**config.mk**
```make
export PLATFORM = sky130hd
export DESIGN_NAME = md5_chained_xor_block_cipher
export DESIGN_NICKNAME = d
export VERILOG_FILES = /design/src/hw/rtl/md5cx_pkg.sv /design/src/hw/rtl/md5cx_ctrl.sv /design/src/hw/rtl/md5cx_datapath.sv /design/src/hw/rtl/md5_chained_xor_block_cipher.sv
export SDC_FILE = /design/constraint.sdc
export NUM_CORES = 2
export LEC_CHECK = 0
export ABC_AREA = 1
export BUFFER_PORTS_ARGS = -buffer_cell sky130_fd_sc_hd__buf_2
export CORE_UTILIZATION = 39
export CTS_BUF_LIST = sky130_fd_sc_hd__clkbuf_16
export DETAILED_ROUTE_END_ITERATION = 8
export SKIP_LAST_GASP = 1
export SYNTH_ARGS = -nofsm -noshare
export SYNTH_HDL_FRONTEND = slang
export SYNTH_HIERARCHICAL = 1
export SYNTH_SLANG_ARGS = --single-unit
```
**constraint.sdc**
```tcl
create_clock -name aclk -period 9.2 [get_ports aclk]
set_input_delay 1.38 -clock aclk [delete_from_list [all_inputs] [get_ports aclk]]
set_output_delay 1.38 -clock aclk [all_outputs]
set_load 0.01 [all_outputs]
```
**src/hw/rtl/md5cx_pkg.sv**
```systemverilog
// Shared types, constants and round tables for the MD5 chained XOR cipher.
package md5cx_pkg;

    typedef enum logic [1:0] {
        ST_IDLE,
        ST_ROUND,
        ST_FINAL,
        ST_OUT
    } md5cx_state_t;

    typedef struct packed {
        logic load;
        logic round;
        logic finish;
    } md5cx_cmd_t;

    localparam logic [127:0] FIXED_KEY = 128'h21f3c6d20863aaac38e220620d0d4d52;

    localparam logic [31:0] IV_A = 32'h67452301;
    localparam logic [31:0] IV_B = 32'hefcdab89;
    localparam logic [31:0] IV_C = 32'h98badcfe;
    localparam logic [31:0] IV_D = 32'h10325476;

    localparam logic [5:0] LAST_ROUND = 6'd63;

    function automatic logic [31:0] sine_const(input logic [5:0] i);
        logic [31:0] k;
        case (i)
            6'd0: k = 32'hd76aa478;  6'd1: k = 32'he8c7b756;
            6'd2: k = 32'h242070db;  6'd3: k = 32'hc1bdceee;
            6'd4: k = 32'hf57c0faf;  6'd5: k = 32'h4787c62a;
            6'd6: k = 32'ha8304613;  6'd7: k = 32'hfd469501;
            6'd8: k = 32'h698098d8;  6'd9: k = 32'h8b44f7af;
            6'd10: k = 32'hffff5bb1; 6'd11: k = 32'h895cd7be;
            6'd12: k = 32'h6b901122; 6'd13: k = 32'hfd987193;
            6'd14: k = 32'ha679438e; 6'd15: k = 32'h49b40821;
            6'd16: k = 32'hf61e2562; 6'd17: k = 32'hc040b340;
            6'd18: k = 32'h265e5a51; 6'd19: k = 32'he9b6c7aa;
            6'd20: k = 32'hd62f105d; 6'd21: k = 32'h02441453;
            6'd22: k = 32'hd8a1e681; 6'd23: k = 32'he7d3fbc8;
            6'd24: k = 32'h21e1cde6; 6'd25: k = 32'hc33707d6;
            6'd26: k = 32'hf4d50d87; 6'd27: k = 32'h455a14ed;
            6'd28: k = 32'ha9e3e905; 6'd29: k = 32'hfcefa3f8;
            6'd30: k = 32'h676f02d9; 6'd31: k = 32'h8d2a4c8a;
            6'd32: k = 32'hfffa3942; 6'd33: k = 32'h8771f681;
            6'd34: k = 32'h6d9d6122; 6'd35: k = 32'hfde5380c;
            6'd36: k = 32'ha4beea44; 6'd37: k = 32'h4bdecfa9;
            6'd38: k = 32'hf6bb4b60; 6'd39: k = 32'hbebfbc70;
            6'd40: k = 32'h289b7ec6; 6'd41: k = 32'heaa127fa;
            6'd42: k = 32'hd4ef3085; 6'd43: k = 32'h04881d05;
            6'd44: k = 32'hd9d4d039; 6'd45: k = 32'he6db99e5;
            6'd46: k = 32'h1fa27cf8; 6'd47: k = 32'hc4ac5665;
            6'd48: k = 32'hf4292244; 6'd49: k = 32'h432aff97;
            6'd50: k = 32'hab9423a7; 6'd51: k = 32'hfc93a039;
            6'd52: k = 32'h655b59c3; 6'd53: k = 32'h8f0ccc92;
            6'd54: k = 32'hffeff47d; 6'd55: k = 32'h85845dd1;
            6'd56: k = 32'h6fa87e4f; 6'd57: k = 32'hfe2ce6e0;
            6'd58: k = 32'ha3014314; 6'd59: k = 32'h4e0811a1;
            6'd60: k = 32'hf7537e82; 6'd61: k = 32'hbd3af235;
            6'd62: k = 32'h2ad7d2bb; 6'd63: k = 32'heb86d391;
            default: k = 32'h0;
        endcase
        return k;
    endfunction

    function automatic logic [4:0] rot_amount(input logic [5:0] i);
        logic [4:0] s;
        case ({i[5:4], i[1:0]})
            4'd0: s = 5'd7;   4'd1: s = 5'd12;  4'd2: s = 5'd17;  4'd3: s = 5'd22;
            4'd4: s = 5'd5;   4'd5: s = 5'd9;   4'd6: s = 5'd14;  4'd7: s = 5'd20;
            4'd8: s = 5'd4;   4'd9: s = 5'd11;  4'd10: s = 5'd16; 4'd11: s = 5'd23;
            4'd12: s = 5'd6;  4'd13: s = 5'd10; 4'd14: s = 5'd15; 4'd15: s = 5'd21;
            default: s = 5'd0;
        endcase
        return s;
    endfunction

endpackage

```
**src/hw/rtl/md5cx_ctrl.sv**
```systemverilog
// Sequencer: accepts a word, steps 64 MD5 rounds, presents the result.
module md5cx_ctrl
    import md5cx_pkg::*;
(
    input  logic       aclk,
    input  logic       aresetn,
    input  logic       in_fire,
    input  logic       out_fire,
    output logic       in_ready,
    output logic       out_valid,
    output logic [5:0] round_idx,
    output md5cx_cmd_t cmd
);

    md5cx_state_t state_reg, state_next;
    logic [5:0]   round_reg, round_next;

    always_ff @(posedge aclk) begin
        if (!aresetn) begin
            state_reg <= ST_IDLE;
            round_reg <= '0;
        end else begin
            state_reg <= state_next;
            round_reg <= round_next;
        end
    end

    always_comb begin
        state_next = state_reg;
        round_next = round_reg;
        cmd        = '0;
        in_ready   = 1'b0;
        out_valid  = 1'b0;
        case (state_reg)
            ST_IDLE: begin
                in_ready = 1'b1;
                if (in_fire) begin
                    cmd.load   = 1'b1;
                    round_next = '0;
                    state_next = ST_ROUND;
                end
            end
            ST_ROUND: begin
                cmd.round  = 1'b1;
                round_next = round_reg + 6'd1;
                if (round_reg == LAST_ROUND) begin
                    state_next = ST_FINAL;
                end
            end
            ST_FINAL: begin
                cmd.finish = 1'b1;
                state_next = ST_OUT;
            end
            ST_OUT: begin
                out_valid = 1'b1;
                if (out_fire) begin
                    state_next = ST_IDLE;
                end
            end
            default: state_next = ST_IDLE;
        endcase
    end

    assign round_idx = round_reg;

endmodule

```
**src/hw/rtl/md5cx_datapath.sv**
```systemverilog
// Datapath: block XOR, one MD5 round per cycle, chain key register.
module md5cx_datapath
    import md5cx_pkg::*;
(
    input  logic         aclk,
    input  md5cx_cmd_t   cmd,
    input  logic [5:0]   round_idx,
    input  logic         encrypt_mode,
    input  logic         start_of_message,
    input  logic [127:0] block_in,
    output logic [127:0] result
);

    logic [127:0] key_reg;
    logic [127:0] result_reg, result_next;
    logic [127:0] msg_reg, msg_next;
    logic [31:0]  a_reg, b_reg, c_reg, d_reg;
    logic [31:0]  m_word [16];
    logic [31:0]  f, g_word, sum, rot;
    logic [3:0]   g;
    logic [4:0]   s;
    logic [127:0] digest;

    // choose output and hashed message for the incoming word
    always_comb begin
        if (start_of_message) begin
            result_next = block_in;
            msg_next    = block_in ^ FIXED_KEY;
        end else begin
            result_next = block_in ^ key_reg;
            msg_next    = encrypt_mode ? result_next : block_in;
        end
    end

    // message words: byte 0 is the low byte of word 0
    always_comb begin
        for (int w = 0; w < 16; w++) begin
            m_word[w] = 32'h0;
        end
        for (int w = 0; w < 4; w++) begin
            m_word[w] = {msg_reg[127-32*w-24 -: 8], msg_reg[127-32*w-16 -: 8],
                         msg_reg[127-32*w-8 -: 8], msg_reg[127-32*w -: 8]};
        end
        m_word[4]  = 32'h80;
        m_word[14] = 32'd128;
    end

    always_comb begin
        case (round_idx[5:4])
            2'd0: begin
                f = (b_reg & c_reg) | (~b_reg & d_reg);
                g = round_idx[3:0];
            end
            2'd1: begin
                f = (d_reg & b_reg) | (~d_reg & c_reg);
                g = 4'(5 * round_idx[3:0] + 1);
            end
            2'd2: begin
                f = b_reg ^ c_reg ^ d_reg;
                g = 4'(3 * round_idx[3:0] + 5);
            end
            default: begin
                f = c_reg ^ (b_reg | ~d_reg);
                g = 4'(7 * round_idx[3:0]);
            end
        endcase
        g_word = m_word[g];
        s      = rot_amount(round_idx);
        sum    = a_reg + f + sine_const(round_idx) + g_word;
        rot    = (sum << s) | (sum >> (6'd32 - {1'b0, s}));
    end

    // digest byte 0 is the low byte of the first state word
    always_comb begin
        logic [31:0] st [4];
        st[0] = IV_A + a_reg;
        st[1] = IV_B + b_reg;
        st[2] = IV_C + c_reg;
        st[3] = IV_D + d_reg;
        for (int w = 0; w < 4; w++) begin
            digest[127-32*w -: 32] = {st[w][7:0], st[w][15:8], st[w][23:16], st[w][31:24]};
        end
    end

    always_ff @(posedge aclk) begin
        if (cmd.load) begin
            result_reg <= result_next;
            msg_reg    <= msg_next;
            a_reg      <= IV_A;
            b_reg      <= IV_B;
            c_reg      <= IV_C;
            d_reg      <= IV_D;
        end else if (cmd.round) begin
            a_reg <= d_reg;
            d_reg <= c_reg;
            c_reg <= b_reg;
            b_reg <= b_reg + rot;
        end
        if (cmd.finish) begin
            key_reg <= digest;
        end
    end

    assign result = result_reg;

endmodule

```
**src/hw/rtl/md5_chained_xor_block_cipher.sv**
```systemverilog
// MD5-keyed chained XOR block cipher, top level.
// Each input word passes the round states (64 rounds), the digest add and the output
// state; a new word is taken only after the last result is accepted. The MD5 loop
// runs one round per clock on a single round unit.
// Reset: aresetn synchronous active low clears control and mode; chain key is
// undefined until the digest of the first processed word writes it.
module md5_chained_xor_block_cipher
    import md5cx_pkg::*;
(
    input  logic         aclk,
    input  logic         aresetn,
    input  logic         cfg_wr_en,
    input  logic         cfg_wr_data,   // encrypt_mode
    input  logic         s_tvalid,
    output logic         s_tready,
    input  logic [127:0] s_tdata,       // [63:0] block_hi, [127:64] block_lo
    input  logic         s_tuser,       // start_of_message
    output logic         m_tvalid,
    input  logic         m_tready,
    output logic [127:0] m_tdata        // [63:0] result_hi, [127:64] result_lo
);

    logic       mode_reg;
    logic [5:0] round_idx;
    md5cx_cmd_t cmd;
    logic [127:0] result;

    always_ff @(posedge aclk) begin
        if (!aresetn) begin
            mode_reg <= 1'b0;
        end else if (cfg_wr_en) begin
            mode_reg <= cfg_wr_data;
        end
    end

    md5cx_ctrl u_ctrl (
        .aclk      (aclk),
        .aresetn   (aresetn),
        .in_fire   (s_tvalid & s_tready),
        .out_fire  (m_tvalid & m_tready),
        .in_ready  (s_tready),
        .out_valid (m_tvalid),
        .round_idx (round_idx),
        .cmd       (cmd)
    );

    md5cx_datapath u_dp (
        .aclk             (aclk),
        .cmd              (cmd),
        .round_idx        (round_idx),
        .encrypt_mode     (mode_reg),
        .start_of_message (s_tuser),
        .block_in         ({s_tdata[63:0], s_tdata[127:64]}),
        .result           (result)
    );

    assign m_tdata = {result[63:0], result[127:64]};

endmodule
```
# ---- Word-level counts from Yosys, hierarchy flattened
# Memory sizes are Yosys's and may differ from the RTL's. A register that Yosys moved wholly into a read port is not among the register bits.
# Cells that the tools add are included.
dict set report classes {
  add_sub_neg 12
  mul 3
  n_lt_le_gt_ge 1
  eq_ne 9
  n_shift 2
  n_mux 24
  n_bitwise 18
  reduce_logical 5
}
# cell n
set ops {}
lappend ops {{$mux W128} 3}
lappend ops {{$add A32 B32 Y32} 4}
lappend ops {{$and A32 B32 Y32} 4}
lappend ops {{$bmux W32 S4} 1}
lappend ops {{$or A32 B32 Y32} 4}
lappend ops {{$xor A128 B128 Y128} 1}
lappend ops {{$pmux W32 S3} 1}
lappend ops {{$xor A32 B32 Y32} 3}
lappend ops {{$add A32 B32 Y32 const A} 2}
lappend ops {{$mux W32} 2}
lappend ops {{$not A32 Y32} 2}
lappend ops {{$not A53 Y53} 1}
lappend ops {{$add A29 B32 Y32 const A} 1}
lappend ops {{$add A31 B32 Y32 const A} 1}
lappend ops {{$shl A32 B5 Y32} 1}
lappend ops {{$shr A32 B6 Y32} 1}
lappend ops {{$mux W6} 3}
lappend ops {{$pmux W4 S3} 1}
lappend ops {{$pmux W6 S2} 1}
lappend ops {{$mul A3 B4 Y4 const A} 2}
lappend ops {{$mux W4} 2}
lappend ops {{$pmux W2 S4} 1}
lappend ops {{$add A6 B1 Y6 const B} 1}
lappend ops {{$eq A2 B2 Y1 const B} 3}
lappend ops {{other kinds (16)} 28}
dict set report word_totals {
  ff_bits 521
  mem_bits_ro 2128
  input_bits 135
  out_inout_bits 130
  elab_cells 86
  n_memories 2
}
# memory words width read_ports rd_ports_with_merged_regs wr line
set memory_table {}
lappend memory_table {{(name not given)} 64 32 1 1 0 md5cx_pkg.sv:28} ;# case (i)
lappend memory_table {{(name not given)} 16 5 1 1 0 md5cx_pkg.sv:68} ;# case ({i[5:4], i[1:0]})

# ---- Depth between registers and ports, before layout
dict set report logic_depth {
  depth_word 11
  mapped_depth 57
  mapped_depth_nobuf 56
}

# ---- Hierarchy
# Netlist, hierarchy kept.
# module instances cells_each area_per_inst_um2 seq_area_each_um2
set modules_own_cells {}
lappend modules_own_cells {md5cx_datapath 1 4647 36207.2 14093.5}
lappend modules_own_cells {md5cx_ctrl 1 69 485.5 160.2}
lappend modules_own_cells {md5_chained_xor_block_cipher 1 10 56.3 20.0}

# ---- Worst setup path before layout
# OpenSTA, ideal clock, no wires.
dict set report synth_path {
  path_kind {input to register}
  startpoint {in s_tvalid}
  endpoint {reg u_dp.b_reg[28]}
  setup_time_ns 0.116
  t_arrival_ns 8.601
  t_required_ns 9.084
  setup_slack_ns 0.482
  cell_stages 8
  n_path_buf 1
  cell_sequence {nand2_1 -> inv_1 -> nand2_1 -> inv_1 -> clkinv_1 -> clkbuf_1 -> o211ai_1 -> inv_1}
}
# element line
set synth_lines {}
lappend synth_lines {{from (decl)} md5_chained_xor_block_cipher.sv:14} ;# input logic s_tvalid,
lappend synth_lines {{to (signal assigned)} md5cx_datapath.sv:97} ;# b_reg <= b_reg + rot;
lappend synth_lines {{to (decl)} md5cx_datapath.sv:17} ;# logic [31:0] a_reg, b_reg, c_reg, d_reg;

# ---- Worst setup path after layout
dict set report layout_path {
  startpoint {reg u_ctrl.round_reg[0] (netlist: u_ctrl/round_idx[0])}
  endpoint {reg u_dp.b_reg[22]}
}
dict set report layout_via {
  elab_chain_cells 11
  elab_cells_between_ends 15
  classes_between {4 x add/sub; 3 x mul; 2 x shift; 4 x mux; 2 x bitwise}
}
# element line
set layout_rtl {}
lappend layout_rtl {{from (decl)} md5cx_ctrl.sv:16} ;# logic [5:0] round_reg, round_next;
lappend layout_rtl {{from (signal assigned)} md5cx_ctrl.sv:24} ;# round_reg <= round_next;
lappend layout_rtl {{$mul A2 B4 Y4 / $mul A3 B4 Y4 (equally long branches)} {md5cx_datapath.sv:60, md5cx_datapath.sv:56}}
lappend layout_rtl {{$add A4 B3 Y4 / $add A4 B1 Y4 (equally long branches)} {md5cx_datapath.sv:60, md5cx_datapath.sv:56}}
lappend layout_rtl {{$pmux W4 S3 *} md5cx_datapath.sv:49} ;# case (round_idx[5:4])
lappend layout_rtl {{$not A4 Y5 (implied by the code) *} md5cx_datapath.sv:67} ;# g_word = m_word[g];
lappend layout_rtl {{$bmux W32 S4 *} md5cx_datapath.sv:67}
lappend layout_rtl {{$mux W32 (implied by the code) * (2 in series)} md5cx_datapath.sv:67}
lappend layout_rtl {{$add A32 B32 Y32 *} md5cx_datapath.sv:69} ;# sum = a_reg + f + sine_const(round_idx) + g_word;
lappend layout_rtl {{$shr A32 B6 Y32 / $shl A32 B5 Y32 (equally long branches)} md5cx_datapath.sv:70} ;# rot = (sum << s) | (sum >> (6'd32 - {1'b0, s}));
lappend layout_rtl {{$or A32 B32 Y32 *} md5cx_datapath.sv:70}
lappend layout_rtl {{$add A32 B32 Y32 *} md5cx_datapath.sv:97}
# Mark *: on every way between the ends. The rest lies on a longest branch, timed or not. The select of a mux whose other input is x is not followed.
# A chain may end at the register's enable or synchronous reset.

==> flow_metrics.tcl <==
set metrics [dict create \
    yosysWarnings 6 \
    reg2reg_depth 44 \
    antenna_found_initial 10 \
    critical_path_arrival_ns 9.16 \
    worstSetupPathType "reg2reg" \
    cts_hold_buf 0 \
    avgRoutedWirePerCell_um 25.5 \
    postRouteAntennaNets 0 \
    synth_area_per_cell_um2 7.78 \
    root_buffer "clkbuf_16" \
    finalCriticalPeriod_ns 8.66 \
    finalHoldViolCount 0 \
    r2r-end "u_dp/b_reg[22]$_SDFFE_PP1P_" \
    rows 112 \
    worst_setup_path_start_kind "flop" \
    r2r_start "u_ctrl/round_idx[0]$_SDFFE_PN0P_" \
    critPathTopFamily "adder cells" \
    timing.reg2reg.setup_slack_ns 0.54 \
    relSlewSlack_pct 25.0 \
    tightest_slew_ns 1.12 \
    hold_path_class "reg2reg" \
    clk_latency_ns 0.67 \
    finalMaxSlewViolations 0 \
    fin_cells 6303 \
    drt_iter0_drc 4736 \
    firstDrtPassIters 7 \
    period_share_pct 94.1 \
    hold_path.startpoint "u_dp/d_reg[0]$_SDFFE_PP0P_" \
    area_growth_pct 14.5 \
    setup_viol 0 \
    cp_common_cell "nand2_1" \
    async_reset_ff_share_pct 0 \
    dp_cells 6198 \
    drive_above_1_share_pct 12.3 \
    clock_sinks 521 \
    vias 36200 \
    cts_buffers 56 \
    maxCapViolCount 0 \
    grt_start_max_net_pins 216 \
    start_util_pct 39.4 \
    finalWirelength_mm 161 \
    synth_ff_type "edfxtp_1" \
    viasPerCell 5.74 \
    grt_pass1_vias 32800 \
    grt_pass1_wl_mm 228 \
    synth_area_um2 36700 \
    setup_tns_ns 0 \
    ios 265 \
    min_to "u_dp/key_reg[24]$_DFFE_PP_" \
    grt_overflow_total 0 \
    htreeDepth 2 \
    path_clk_slew_ns 0.06 \
    holdPathStages 0 \
    nFillCells 9413 \
    crit_cells 44 \
    worst_ep_required_time_ns 9.70 \
    synth-seq-area-share_pct 38.8 \
    cts_tree "yes" \
    place_hpwl_mm 126 \
    fmax_mhz 115 \
    core_area_um2 93300 \
    cp_max_fo 14 \
    outcome "completed" \
    synth_cell_types 67 \
    clockBufferDepth 3 \
    grt_setup_unrepaired "no" \
    cpMaxStageDelayCell "o21ai_2" \
    gp_congestion 1.01 \
    track_usage_pct 32.8 \
    synth_cells 4726 \
    die_area_um2 95500 \
    drcViolationCount 0 \
    synth_edf_count 384 \
    ys_ff_latch 521 \
    end_kind "flop" \
    worst-path-buf-inv 8 \
    skew_ns 0.0474 \
    synth_nets 5033 \
    fp.dieH_um 309 \
    critPathMaxStageDelay_ns 0.57 \
    fp.dieW_um 309 \
    fin_nets 5309 \
    portBuffers 264 \
]
-- cell usage after synthesis, types with 4 or more instances --
master	instances	area [um2]
nor3_1	59	295
nand2_1	1055	3960
o221ai_1	10	87.6
xor2_1	115	1010
nor3_2	4	40.0
a21oi_1	409	2050
a32o_1	5	50.1
a31oi_1	56	350
nor2_1	292	1100
a221oi_1	13	114
xnor2_1	196	1720
fa_1	69	1380
o211ai_1	45	338
inv_2	15	56.3
ha_1	103	1290
nand3b_1	6	45.0
buf_6	7	78.8
clkbuf_1	164	616
o21ai_2	6	52.6
inv_1	441	1660
o22ai_1	16	100
nand3_2	4	40.0
or2_1	6	37.5
buf_1	29	109
o21ai_1	33	165
nand3_1	382	1910
o21bai_1	5	37.5
or2_2	9	56.3
dfxtp_1	137	2740
a22oi_1	5	37.5
a2111oi_0	35	307
edfxtp_1	384	11500
o21a_1	4	30.0
nand4_1	32	200
a311oi_1	6	52.6
o31ai_1	13	97.6
buf_2	26	130
o21ai_0	456	2280
a211oi_1	9	67.6
nor2_2	10	62.6
nand2_4	4	45.0
-- layout make-up --
type	count	area [um2]	share of cell area [%]
sequential	521	14300	33.9
inverter	460	1740	4.13
tap	1254	1570	3.73
clock buffer	56	1400	3.33
antenna	2	5.00	0.0119
multi-input combinational	3518	20000	47.5
clock inverter	47	354	0.841
timing repair buffer	445	2750	6.53
-- worst max path at each step --
stage	startpoint	slack (ns)	end
floorplan	s_tvalid	0.48	u_dp/b_reg[28]$_SDFFE_PP0P_
global placement	u_ctrl/round_idx[1]$_SDFFE_PN0P_	0.20	u_dp/b_reg[31]$_SDFFE_PP1P_
detailed placement	u_ctrl/round_idx[1]$_SDFFE_PN0P_	0.22	u_dp/b_reg[21]$_SDFFE_PP0P_
CTS	u_ctrl/round_idx[1]$_SDFFE_PN0P_	0.20	u_dp/b_reg[21]$_SDFFE_PP0P_
global route	u_ctrl/round_idx[1]$_SDFFE_PN0P_	0.01	u_dp/b_reg[22]$_SDFFE_PP1P_
finish	u_ctrl/round_idx[0]$_SDFFE_PN0P_	0.54	u_dp/b_reg[22]$_SDFFE_PP1P_
-- stage by stage --
step	cell area [um2]	worst slack (ns)	hold slack [ns]	util (%)
finish	42100	0.539	0.540	45.1
floorplan	36700	0.482	0.458	-
detailed placement	40200	0.219	0.522	43.1
global placement	40200	0.196	0.520	43.1
CTS	42000	0.197	0.530	44.9
global route	42100	0.0119	0.561	45.1
-- routing by layer --
layer / wire length [um] / track usage [%] / up-vias
met2: 71600 / 51.4 / 1888
li1: - / - / 16700
met1: 68000 / 45.5 / 17300
met4: 7500 / 13.5 / 4
met3: 13500 / 4.23 / 295
met5: 33 / 0 / -
-- cells in the final DEF, fill, tap and decap left out, types with 10 or more instances in the layout --
cell	instances
inv_1	452
buf_2	263
nor2_1	290
a31oi_1	47
o211ai_1	45
o21ai_0	449
clkbuf_16	56
nand2_1	1052
nor3_1	59
xor2_1	115
dfxtp_1	135
a221oi_1	13
o31ai_1	13
edfxtp_1	384
fa_1	69
inv_2	16
a2111oi_0	32
o21ai_1	37
nand4_1	32
clkinv_1	15
nor2_2	11
nand3_1	382
xnor2_1	195
o22ai_1	15
buf_4	176
a21oi_1	406
ha_1	101
o221ai_1	10
-- repair_timing --
item | in CTS | in global routing
resized for setup | 0 | 31
buffers inserted | 0 | 0
setup endpoints to repair | 0 | 20
hold endpoints to repair | 0 | 0
-- cells by family after synthesis --
logic type	count (synthesis)	synth area share, %
xor+xnor	313	7.50
fa+ha+maj	172	7.27
flops	521	38.8
buf+inv	687	7.27
mux	2	0.0545
simple gates	1884	21.7
compound gates	1147	17.4
Power is left out: the tool's default activity adds up to more than one toggle a clock period on the data nets, which glitch-free logic cannot reach.
